<file path="config.mk">
export PLATFORM = sky130hd
export DESIGN_NAME = polynomial_add_sub_multiply_unit
export DESIGN_NICKNAME = d
export VERILOG_FILES = /design/src/hdl/pasmu_pkg.sv /design/src/hdl/pasmu_ctrl.sv /design/src/hdl/pasmu_dp.sv /design/src/hdl/polynomial_add_sub_multiply_unit.sv
export SDC_FILE = /design/constraint.sdc
export NUM_CORES = 2
export LEC_CHECK = 0
export BUFFER_PORTS_ARGS = -buffer_cell sky130_fd_sc_hd__buf_2
export CELL_PAD_IN_SITES_DETAIL_PLACEMENT = 1
export CELL_PAD_IN_SITES_GLOBAL_PLACEMENT = 1
export CORE_MARGIN = 3
export CORE_UTILIZATION = 50
export DETAILED_ROUTE_END_ITERATION = 8
export GPL_ROUTABILITY_DRIVEN = 0
export PLACE_DENSITY = 0.85
export SLEW_MARGIN = 20
export SYNTH_ARGS = -nofsm -noshare
export SYNTH_HDL_FRONTEND = slang
export SYNTH_SLANG_ARGS = --single-unit
</file>
<file path="constraint.sdc">
create_clock -name clk -period 21.5 [get_ports clk]
set_input_delay 3.225 -clock clk [delete_from_list [all_inputs] [get_ports clk]]
set_output_delay 3.225 -clock clk [all_outputs]
set_load 0.02 [all_outputs]
</file>
<file path="src/hdl/pasmu_pkg.sv">
// shared constants, widths and controller/datapath interface types
// of the polynomial add, subtract and multiply unit; no dependencies
`timescale 1ns / 1ps

package pasmu_pkg;

  localparam int TOP_DEGREE = 15;
  localparam int DEPTH      = TOP_DEGREE + 1;
  localparam int ADDR_W     = $clog2(DEPTH);
  localparam int CNT_W      = $clog2(DEPTH + 1);
  localparam int K_W        = $clog2(2 * TOP_DEGREE + 2);
  localparam int T_W        = K_W + 1;

  localparam int COEF_W = 16;
  localparam int IDX_W  = 5;
  localparam int SUM_W  = 17;
  localparam int PROD_W = 2 * COEF_W;
  localparam int ACC_W  = 36;

  localparam int OUT_FIELD_W = IDX_W + 2 * SUM_W + ACC_W;
  localparam int OUT_DATA_W  = ((OUT_FIELD_W + 7) / 8) * 8;
  localparam int PAD_W       = OUT_DATA_W - OUT_FIELD_W;

  // selector values on the input tuser
  localparam logic CMD_A = 1'b0;
  localparam logic CMD_B = 1'b1;

  typedef struct packed {
    logic wr_a;      // store a coefficient of a
    logic new_a;     // this a coefficient starts a fresh pair
    logic wr_b;      // store a coefficient of b
    logic k_init;    // first power of a new emission
    logic sum_rd;    // read a[k] and b[k]
    logic mac_rd;    // read a[i] and b[k-i]
    logic out_load;  // move finished result into the output register
    logic k_step;    // advance to the next power
    logic clear;     // emission done, drop both polynomials
  } pasmu_cmd_t;

  typedef struct packed {
    logic mac_last;  // current term is the last one of this power
    logic pipe_busy; // products still in flight
    logic final_k;   // current power is the highest one
  } pasmu_stat_t;

endpackage

</file>
<file path="src/hdl/pasmu_ctrl.sv">
// controller state machine: input acceptance, emission sequencing, output valid
// depends on pasmu_pkg
`timescale 1ns / 1ps

module pasmu_ctrl import pasmu_pkg::*; (
  input  logic        clk,
  input  logic        rst,
  input  logic        in_valid,
  output logic        in_ready,
  input  logic        in_sel,
  input  logic        in_last,
  output logic        out_valid,
  input  logic        out_ready,
  input  pasmu_stat_t stat,
  output pasmu_cmd_t  cmd
);

  localparam logic [2:0] S_LOAD  = 3'd0;
  localparam logic [2:0] S_SUM   = 3'd1;
  localparam logic [2:0] S_MAC   = 3'd2;
  localparam logic [2:0] S_DRAIN = 3'd3;
  localparam logic [2:0] S_OUT   = 3'd4;

  logic [2:0] state;
  logic [2:0] state_next;
  logic       a_complete;
  logic       a_complete_next;
  logic       out_valid_next;
  logic       out_free;

  assign in_ready = (state == S_LOAD);
  assign out_free = !out_valid || out_ready;

  always_comb begin
    cmd             = '0;
    state_next      = state;
    a_complete_next = a_complete;
    out_valid_next  = out_valid && !out_ready;
    case (state)
      S_LOAD: begin
        if (in_valid) begin
          if (in_sel == CMD_A) begin
            cmd.wr_a        = 1'b1;
            cmd.new_a       = a_complete;
            a_complete_next = in_last;
          end else if (a_complete) begin
            // b before a is closed is dropped
            cmd.wr_b = 1'b1;
            if (in_last) begin
              cmd.k_init = 1'b1;
              state_next = S_SUM;
            end
          end
        end
      end
      S_SUM: begin
        cmd.sum_rd = 1'b1;
        state_next = S_MAC;
      end
      S_MAC: begin
        cmd.mac_rd = 1'b1;
        if (stat.mac_last) begin
          state_next = S_DRAIN;
        end
      end
      S_DRAIN: begin
        if (!stat.pipe_busy) begin
          state_next = S_OUT;
        end
      end
      S_OUT: begin
        if (out_free) begin
          cmd.out_load   = 1'b1;
          out_valid_next = 1'b1;
          if (stat.final_k) begin
            cmd.clear       = 1'b1;
            a_complete_next = 1'b0;
            state_next      = S_LOAD;
          end else begin
            cmd.k_step = 1'b1;
            state_next = S_SUM;
          end
        end
      end
      default: begin
        state_next = S_LOAD;
      end
    endcase
  end

  always_ff @(posedge clk) begin
    if (rst) begin
      state      <= S_LOAD;
      a_complete <= 1'b0;
      out_valid  <= 1'b0;
    end else begin
      state      <= state_next;
      a_complete <= a_complete_next;
      out_valid  <= out_valid_next;
    end
  end

endmodule

</file>
<file path="src/hdl/pasmu_dp.sv">
// datapath: coefficient stores, counts, sum/difference and multiply-accumulate
// depends on pasmu_pkg
`timescale 1ns / 1ps

module pasmu_dp import pasmu_pkg::*; (
  input  logic                     clk,
  input  logic                     rst,
  input  pasmu_cmd_t               cmd,
  input  logic signed [COEF_W-1:0] coefficient,
  output pasmu_stat_t              stat,
  output logic        [IDX_W-1:0]  power_index,
  output logic signed [SUM_W-1:0]  sum_coefficient,
  output logic signed [SUM_W-1:0]  difference_coefficient,
  output logic                     sum_valid,
  output logic signed [ACC_W-1:0]  product_coefficient,
  output logic                     last_result
);

  logic signed [COEF_W-1:0] mem_a [DEPTH];
  logic signed [COEF_W-1:0] mem_b [DEPTH];

  logic        [CNT_W-1:0]  count_a;
  logic        [CNT_W-1:0]  count_b;
  logic        [K_W-1:0]    k;
  logic        [K_W-1:0]    i;
  logic signed [COEF_W-1:0] rd_a;
  logic signed [COEF_W-1:0] rd_b;
  logic                     rd_sum;
  logic                     rd_mac;
  logic signed [PROD_W-1:0] prod;
  logic                     prod_vld;
  logic signed [ACC_W-1:0]  acc;
  logic signed [SUM_W-1:0]  sum_r;
  logic signed [SUM_W-1:0]  diff_r;
  logic                     valid_r;

  logic [CNT_W-1:0]         wa_a;
  logic                     wa_a_ok;
  logic [ADDR_W-1:0]        ra;
  logic [ADDR_W-1:0]        rb;
  logic [K_W-1:0]           kmi;
  logic [T_W-1:0]           k_w;
  logic [T_W-1:0]           ca_w;
  logic [T_W-1:0]           cb_w;
  logic [T_W-1:0]           la_w;
  logic [T_W-1:0]           lb_w;
  logic [T_W-1:0]           maxlen;
  logic [K_W-1:0]           i_lo;
  logic [K_W-1:0]           i_hi;
  logic signed [COEF_W-1:0] ak;
  logic signed [COEF_W-1:0] bk;
  logic signed [COEF_W-1:0] op_a;
  logic signed [COEF_W-1:0] op_b;
  logic                     k_ok;

  // an empty polynomial counts as one zero term
  assign k_w    = T_W'(k);
  assign ca_w   = T_W'(count_a);
  assign cb_w   = T_W'(count_b);
  assign la_w   = (count_a == '0) ? T_W'(1) : ca_w;
  assign lb_w   = (count_b == '0) ? T_W'(1) : cb_w;
  assign maxlen = (la_w > lb_w) ? la_w : lb_w;
  assign i_lo   = (k_w >= lb_w) ? K_W'(k_w - lb_w + T_W'(1)) : '0;
  assign i_hi   = (k_w < la_w) ? k : K_W'(la_w - T_W'(1));
  assign kmi    = k - i;

  assign wa_a    = cmd.new_a ? '0 : count_a;
  assign wa_a_ok = (CNT_W'(DEPTH) > wa_a);

  assign ra = cmd.sum_rd ? k[ADDR_W-1:0] : i[ADDR_W-1:0];
  assign rb = cmd.sum_rd ? k[ADDR_W-1:0] : kmi[ADDR_W-1:0];

  assign ak   = (k_w < ca_w) ? rd_a : '0;
  assign bk   = (k_w < cb_w) ? rd_b : '0;
  assign k_ok = (k_w < maxlen);
  assign op_a = (count_a == '0) ? '0 : rd_a;
  assign op_b = (count_b == '0) ? '0 : rd_b;

  assign stat.mac_last  = (i == i_hi);
  assign stat.pipe_busy = rd_mac || prod_vld;
  assign stat.final_k   = ((k_w + T_W'(2)) == (la_w + lb_w));

  // coefficient stores, one write and one registered read each
  always_ff @(posedge clk) begin
    if (cmd.wr_a && wa_a_ok) begin
      mem_a[wa_a[ADDR_W-1:0]] <= coefficient;
    end
    if (cmd.wr_b && (CNT_W'(DEPTH) > count_b)) begin
      mem_b[count_b[ADDR_W-1:0]] <= coefficient;
    end
    rd_a <= mem_a[ra];
    rd_b <= mem_b[rb];
  end

  always_ff @(posedge clk) begin
    if (rst) begin
      count_a  <= '0;
      count_b  <= '0;
      k        <= '0;
      rd_sum   <= 1'b0;
      rd_mac   <= 1'b0;
      prod_vld <= 1'b0;
    end else begin
      rd_sum   <= cmd.sum_rd;
      rd_mac   <= cmd.mac_rd;
      prod_vld <= rd_mac;
      if (cmd.wr_a) begin
        if (wa_a_ok) begin
          count_a <= wa_a + CNT_W'(1);
        end
        if (cmd.new_a) begin
          count_b <= '0;
        end
      end
      if (cmd.wr_b && (CNT_W'(DEPTH) > count_b)) begin
        count_b <= count_b + CNT_W'(1);
      end
      if (cmd.clear) begin
        count_a <= '0;
        count_b <= '0;
      end
      if (cmd.k_init) begin
        k <= '0;
      end else if (cmd.k_step) begin
        k <= k + K_W'(1);
      end
    end
  end

  // term index, product and accumulator
  always_ff @(posedge clk) begin
    if (cmd.sum_rd) begin
      i <= i_lo;
    end else if (cmd.mac_rd) begin
      i <= i + K_W'(1);
    end
    prod <= op_a * op_b;
    if (cmd.sum_rd) begin
      acc <= '0;
    end else if (prod_vld) begin
      acc <= acc + ACC_W'(prod);
    end
    if (rd_sum) begin
      sum_r   <= k_ok ? (SUM_W'(ak) + SUM_W'(bk)) : '0;
      diff_r  <= k_ok ? (SUM_W'(ak) - SUM_W'(bk)) : '0;
      valid_r <= k_ok;
    end
    if (cmd.out_load) begin
      power_index            <= IDX_W'(k);
      sum_coefficient        <= sum_r;
      difference_coefficient <= diff_r;
      sum_valid              <= valid_r;
      product_coefficient    <= acc;
      last_result            <= stat.final_k;
    end
  end

endmodule

</file>
<file path="src/hdl/polynomial_add_sub_multiply_unit.sv">
// loading: one coefficient per cycle; results follow the last coefficient of b
// each result sums its n product terms (at most 16) one after another in the single
// shared multiply-accumulate, fed by the registered store reads
// first result is power 0, which has one product term, after the closing request of b
// no request is taken while results are computed; a waiting result does not block loading
// rst is synchronous, active high: counts and control clear, stores keep their contents
`timescale 1ns / 1ps

module polynomial_add_sub_multiply_unit import pasmu_pkg::*; (
  input  logic                  clk,
  input  logic                  rst,
  input  logic                  s_tvalid,
  output logic                  s_tready,
  input  logic [COEF_W-1:0]     s_tdata,   // [15:0] coefficient
  input  logic                  s_tuser,   // [0] command (0 = a, 1 = b)
  input  logic                  s_tlast,
  output logic                  m_tvalid,
  input  logic                  m_tready,
  output logic [OUT_DATA_W-1:0] m_tdata,   // [4:0] power_index, [21:5] sum_coefficient,
                                           // [38:22] difference_coefficient,
                                           // [74:39] product_coefficient, rest zero
  output logic                  m_tuser,   // [0] sum_valid
  output logic                  m_tlast    // last_result
);

  pasmu_cmd_t               cmd;
  pasmu_stat_t              stat;
  logic        [IDX_W-1:0]  power_index;
  logic signed [SUM_W-1:0]  sum_coefficient;
  logic signed [SUM_W-1:0]  difference_coefficient;
  logic signed [ACC_W-1:0]  product_coefficient;

  pasmu_ctrl u_ctrl (
    .clk       (clk),
    .rst       (rst),
    .in_valid  (s_tvalid),
    .in_ready  (s_tready),
    .in_sel    (s_tuser),
    .in_last   (s_tlast),
    .out_valid (m_tvalid),
    .out_ready (m_tready),
    .stat      (stat),
    .cmd       (cmd)
  );

  pasmu_dp u_dp (
    .clk                    (clk),
    .rst                    (rst),
    .cmd                    (cmd),
    .coefficient            (s_tdata),
    .stat                   (stat),
    .power_index            (power_index),
    .sum_coefficient        (sum_coefficient),
    .difference_coefficient (difference_coefficient),
    .sum_valid              (m_tuser),
    .product_coefficient    (product_coefficient),
    .last_result            (m_tlast)
  );

  assign m_tdata = {{PAD_W{1'b0}}, product_coefficient, difference_coefficient,
                    sum_coefficient, power_index};

endmodule

</file>
==> summary.txt <==
# H-tree levels - 3
Slew Limit Headroom - 0.279
Vias in the first global route - 29,300
Max IR drop VDD - 102 uV
Initial drt markers - 2,360
Die ar. - 87,100 um2
Final WL - 115,000 um
Post-synth top area share - 0.451
CTS max path bufs - 3
Crit. End Element - register
Clock skew - 0.0436 ns
Worst Path Arrival - 8.66 ns
Post-synthesis compound-gate area fraction - 0.0596
Leak pwr - 18.2 nW
Pint - 2.45 mW
Cell area after synthesis - 41,800 um2
Synth Warn # - 0
Vias - 26,500
CP startpoint - u_dp.count_a[2]$_SDFFE_PP0P_
TritonRoute pass-1 iters - 6
CTS tree - yes
CP Launch Type - register
DP Area - 43,400 um2
Mean post-synth cell area - 13.0 um2
Comb pwr share - 0.065
Post-CTS Setup Repair Bufs - 0
Hold Path Class - register to register
Post-CTS Hold Buffers - 0
Max_cap viols - 0
Worst Path Required - 22.05 ns
Ys async rst share - 0
First-pass GRT wire length - 178,000 um
Post-Synth Simple-Gate Area - 0.0912
EDFF count, synth - 627
Synth area leader - edfxtp_1
Crit share post-route - 0.377
Clock power frac - 0.435
Starting Density - 0.507
Largest net degree at the start of global routing - 69
Min-delay src - u_dp.sum_r[3]$_SDFFCE_PN0P_
Run status - finished, final reports clean
FILL cells - 8,112
ANT nets after route - 0
Routed vias/inst - 5.95
Crit path kind - register to register
Reg2reg start - u_dp.count_a[2]$_SDFFE_PP0P_
GRT Total Usage - 0.271
IO Count - 106
Post-Synth XOR/XNOR Area - 0.0237
FP Rows - 105
Core area - 82,400 um2
Cell Pwr Density - 69.7 nW/um2
Height of the die - 295 um
P&R area growth vs syn - 10.2%
Initial antenna violation count - 5
Mean routed wirelength per cell - 25.8 um
Tmin final - 8.11 ns
Final instance area - 46,100 um2
Max Clk Rate - 0.123 GHz
Total net switching power - 759 uW
Fin. Hold Viols - 0
Final #Nets - 3,800
Pin slew with the least headroom to its limit - 1.08 ns
I/O Buffers - 100
TritonCTS buffer count - 79
Final TNS setup - 0 ns
Worst Path Max Fanout - 34
Synth Flop Type - edfxtp_1
Seq/Total Area, Yosys - 0.510
HPWL after DPL - 77,600 um
Number of remaining DRC errors - 0
Clock Pin Slew Worst Setup and Hold Paths - 0.07 ns
Post-CTS sizing - 0
Switching Fraction - 0.236
Main combinational cell family by area after synthesis - adder cells
Chip Width - 295 um
Clock tree sinks - 750
Sequential power share - 0.500
Hold Path Stages - 0
RSZ-0062 raised after global routing - no
Root Driver - clkbuf_16
Yosys reg bits - 750
Mapped Cells - 3,221
Adder-cell area share of the yosys netlist - 0.188
Setup-failing EPs final - 0
Global route total overflow - 0
Layout cells sized above 1 - 0.127
Synth cell types - 79
Synth top area cells - edfxtp_1 (45%), fa_1 (13%), mux4_2 (6.9%)
Fin. max-slew vios - 0
Post-synthesis mux area share - 0.0801
Later-pin clock latency in the skew report - 0.67 ns
Worst Reg-to-Reg Cells - 23
state kept, by name, summed over array words and instances, names as in the netlist, 16 cells and up:
name                         flops
u_dp.product_coefficient        36
u_dp.rd_b                       16
u_dp.sum_coefficient            17
u_dp.acc                        36
u_dp.diff_r                     17
u_dp.difference_coefficient     16
u_dp.mem_a                     256
u_dp.mem_b                     256
u_dp.rd_a                       16
u_dp.sum_r                      16
u_dp.prod                       32
power groups by stage:
stage	logic, mW	registers (mW)	clock network (mW)
6_report	0.208	1.61	1.40
5_1_grt	0.229	1.61	1.48
4_1_cts	0.207	1.60	1.42
3_5_place_dp	0.203	1.64	0
3_3_place_gp	0.194	1.63	0
2_1_floorplan	0.138	1.63	0
path summary, 6_finish.rpt:
kind                                                           to  slack (ns)
worst max register to register              u_dp.prod[31]$_DFF_P_       13.39
worst max-delay path                        u_dp.prod[31]$_DFF_P_       13.39
worst min register to register  u_dp.sum_coefficient[3]$_DFFE_PP_        0.42
worst min-delay path            u_dp.sum_coefficient[3]$_DFFE_PP_        0.42
through the flow:
step / util / setup WS (ns) / cells / hold slack, ns / power [mW]
2_1_floorplan: - / 14.65 / 3225 / 0.400 / 1.76
3_3_place_gp: 0.527 / 13.78 / 4300 / 0.402 / 1.83
3_5_place_dp: 0.527 / 13.48 / 4300 / 0.406 / 1.84
4_1_cts: 0.559 / 13.43 / 4448 / 0.420 / 3.23
5_1_grt: 0.559 / 12.76 / 4450 / 0.437 / 3.31
6_report: 0.559 / 13.39 / 4452 / 0.420 / 3.21
critical path: stages (launching register included):
cell     delay, ns
dfxtp_1       0.71
nor4_1        0.16
nand2_1       0.13
buf_4         0.33
and2_0        0.64
nand2_1       0.21
inv_1         0.16
fa_1          0.56
fa_1          0.90
inv_1         0.17
fa_1          0.52
inv_1         0.06
fa_1          0.56
fa_1          0.44
fa_1          0.44
ha_1          0.36
a21oi_1       0.15
nor2b_1       0.05
or4_1         0.41
nor4_1        0.29
o21ai_1       0.15
a31o_2        0.25
a21oi_1       0.18
xnor2_1       0.15
cell usage after synthesis (34+ instances only):
cell and count:
nand2_1 269, mux2i_1 45, dfxtp_1 123, a21oi_1 121, edfxtp_1 627, a211oi_1 41, ha_1 197, and2_1 73
clkbuf_1 84, nand3_1 44, nor2_1 279, nor2b_1 35, a21o_1 34, inv_1 366, fa_1 269, mux4_2 128
xnor2_1 87, o21ai_0 53
logic make-up (layout without fill, tap and decap cells):
family,after synthesis,after routing
muxes,174,174
and+or+nand+nor,836,836
AOI/OAI and AO/OA,380,380
DFF,750,750
other,1,8
adders and majority gates,466,466
xor gates and xnor gates,113,113
buffers and inverters,501,655
placed cells by master (no fill, tap or decap), types with 31 or more instances in the layout:
cell type	instances
nor2b_1	35
nor2_1	279
buf_4	39
buf_2	100
dfxtp_1	122
mux2i_1	43
a21o_1	34
edfxtp_1	627
clkbuf_16	80
and2_1	71
xnor2_1	86
inv_1	365
mux4_2	128
fa_1	269
nor3_1	31
nand2_1	269
o21ai_0	53
a211oi_1	41
a21oi_1	118
nand3_1	44
ha_1	197
area by class of cell:
| cell class | count | area (um2) | area share |
|---|---|---|---|
| Antenna cell | 3 | 7.51 | 0.000163 |
| Clock buffer | 102 | 2100 | 0.0457 |
| Clock inverter | 46 | 546 | 0.0118 |
| Inverter | 367 | 1380 | 0.0299 |
| Multi-Input combinational cell | 1974 | 18600 | 0.403 |
| Sequential cell | 750 | 21300 | 0.462 |
| Tap cell | 1070 | 1340 | 0.0291 |
| Timing Repair Buffer | 140 | 808 | 0.0176 |
metal layers:
metal / GRT usage / share of wire / up-vias
met5: 0 / 0.00023 / -
met4: 0.117 / 0.046 / 4
met3: 0.0568 / 0.073 / 324
met2: 0.457 / 0.49 / 1119
met1: 0.342 / 0.39 / 13600
li1: - / - / 11400
(Power assumes the default switching activity.)
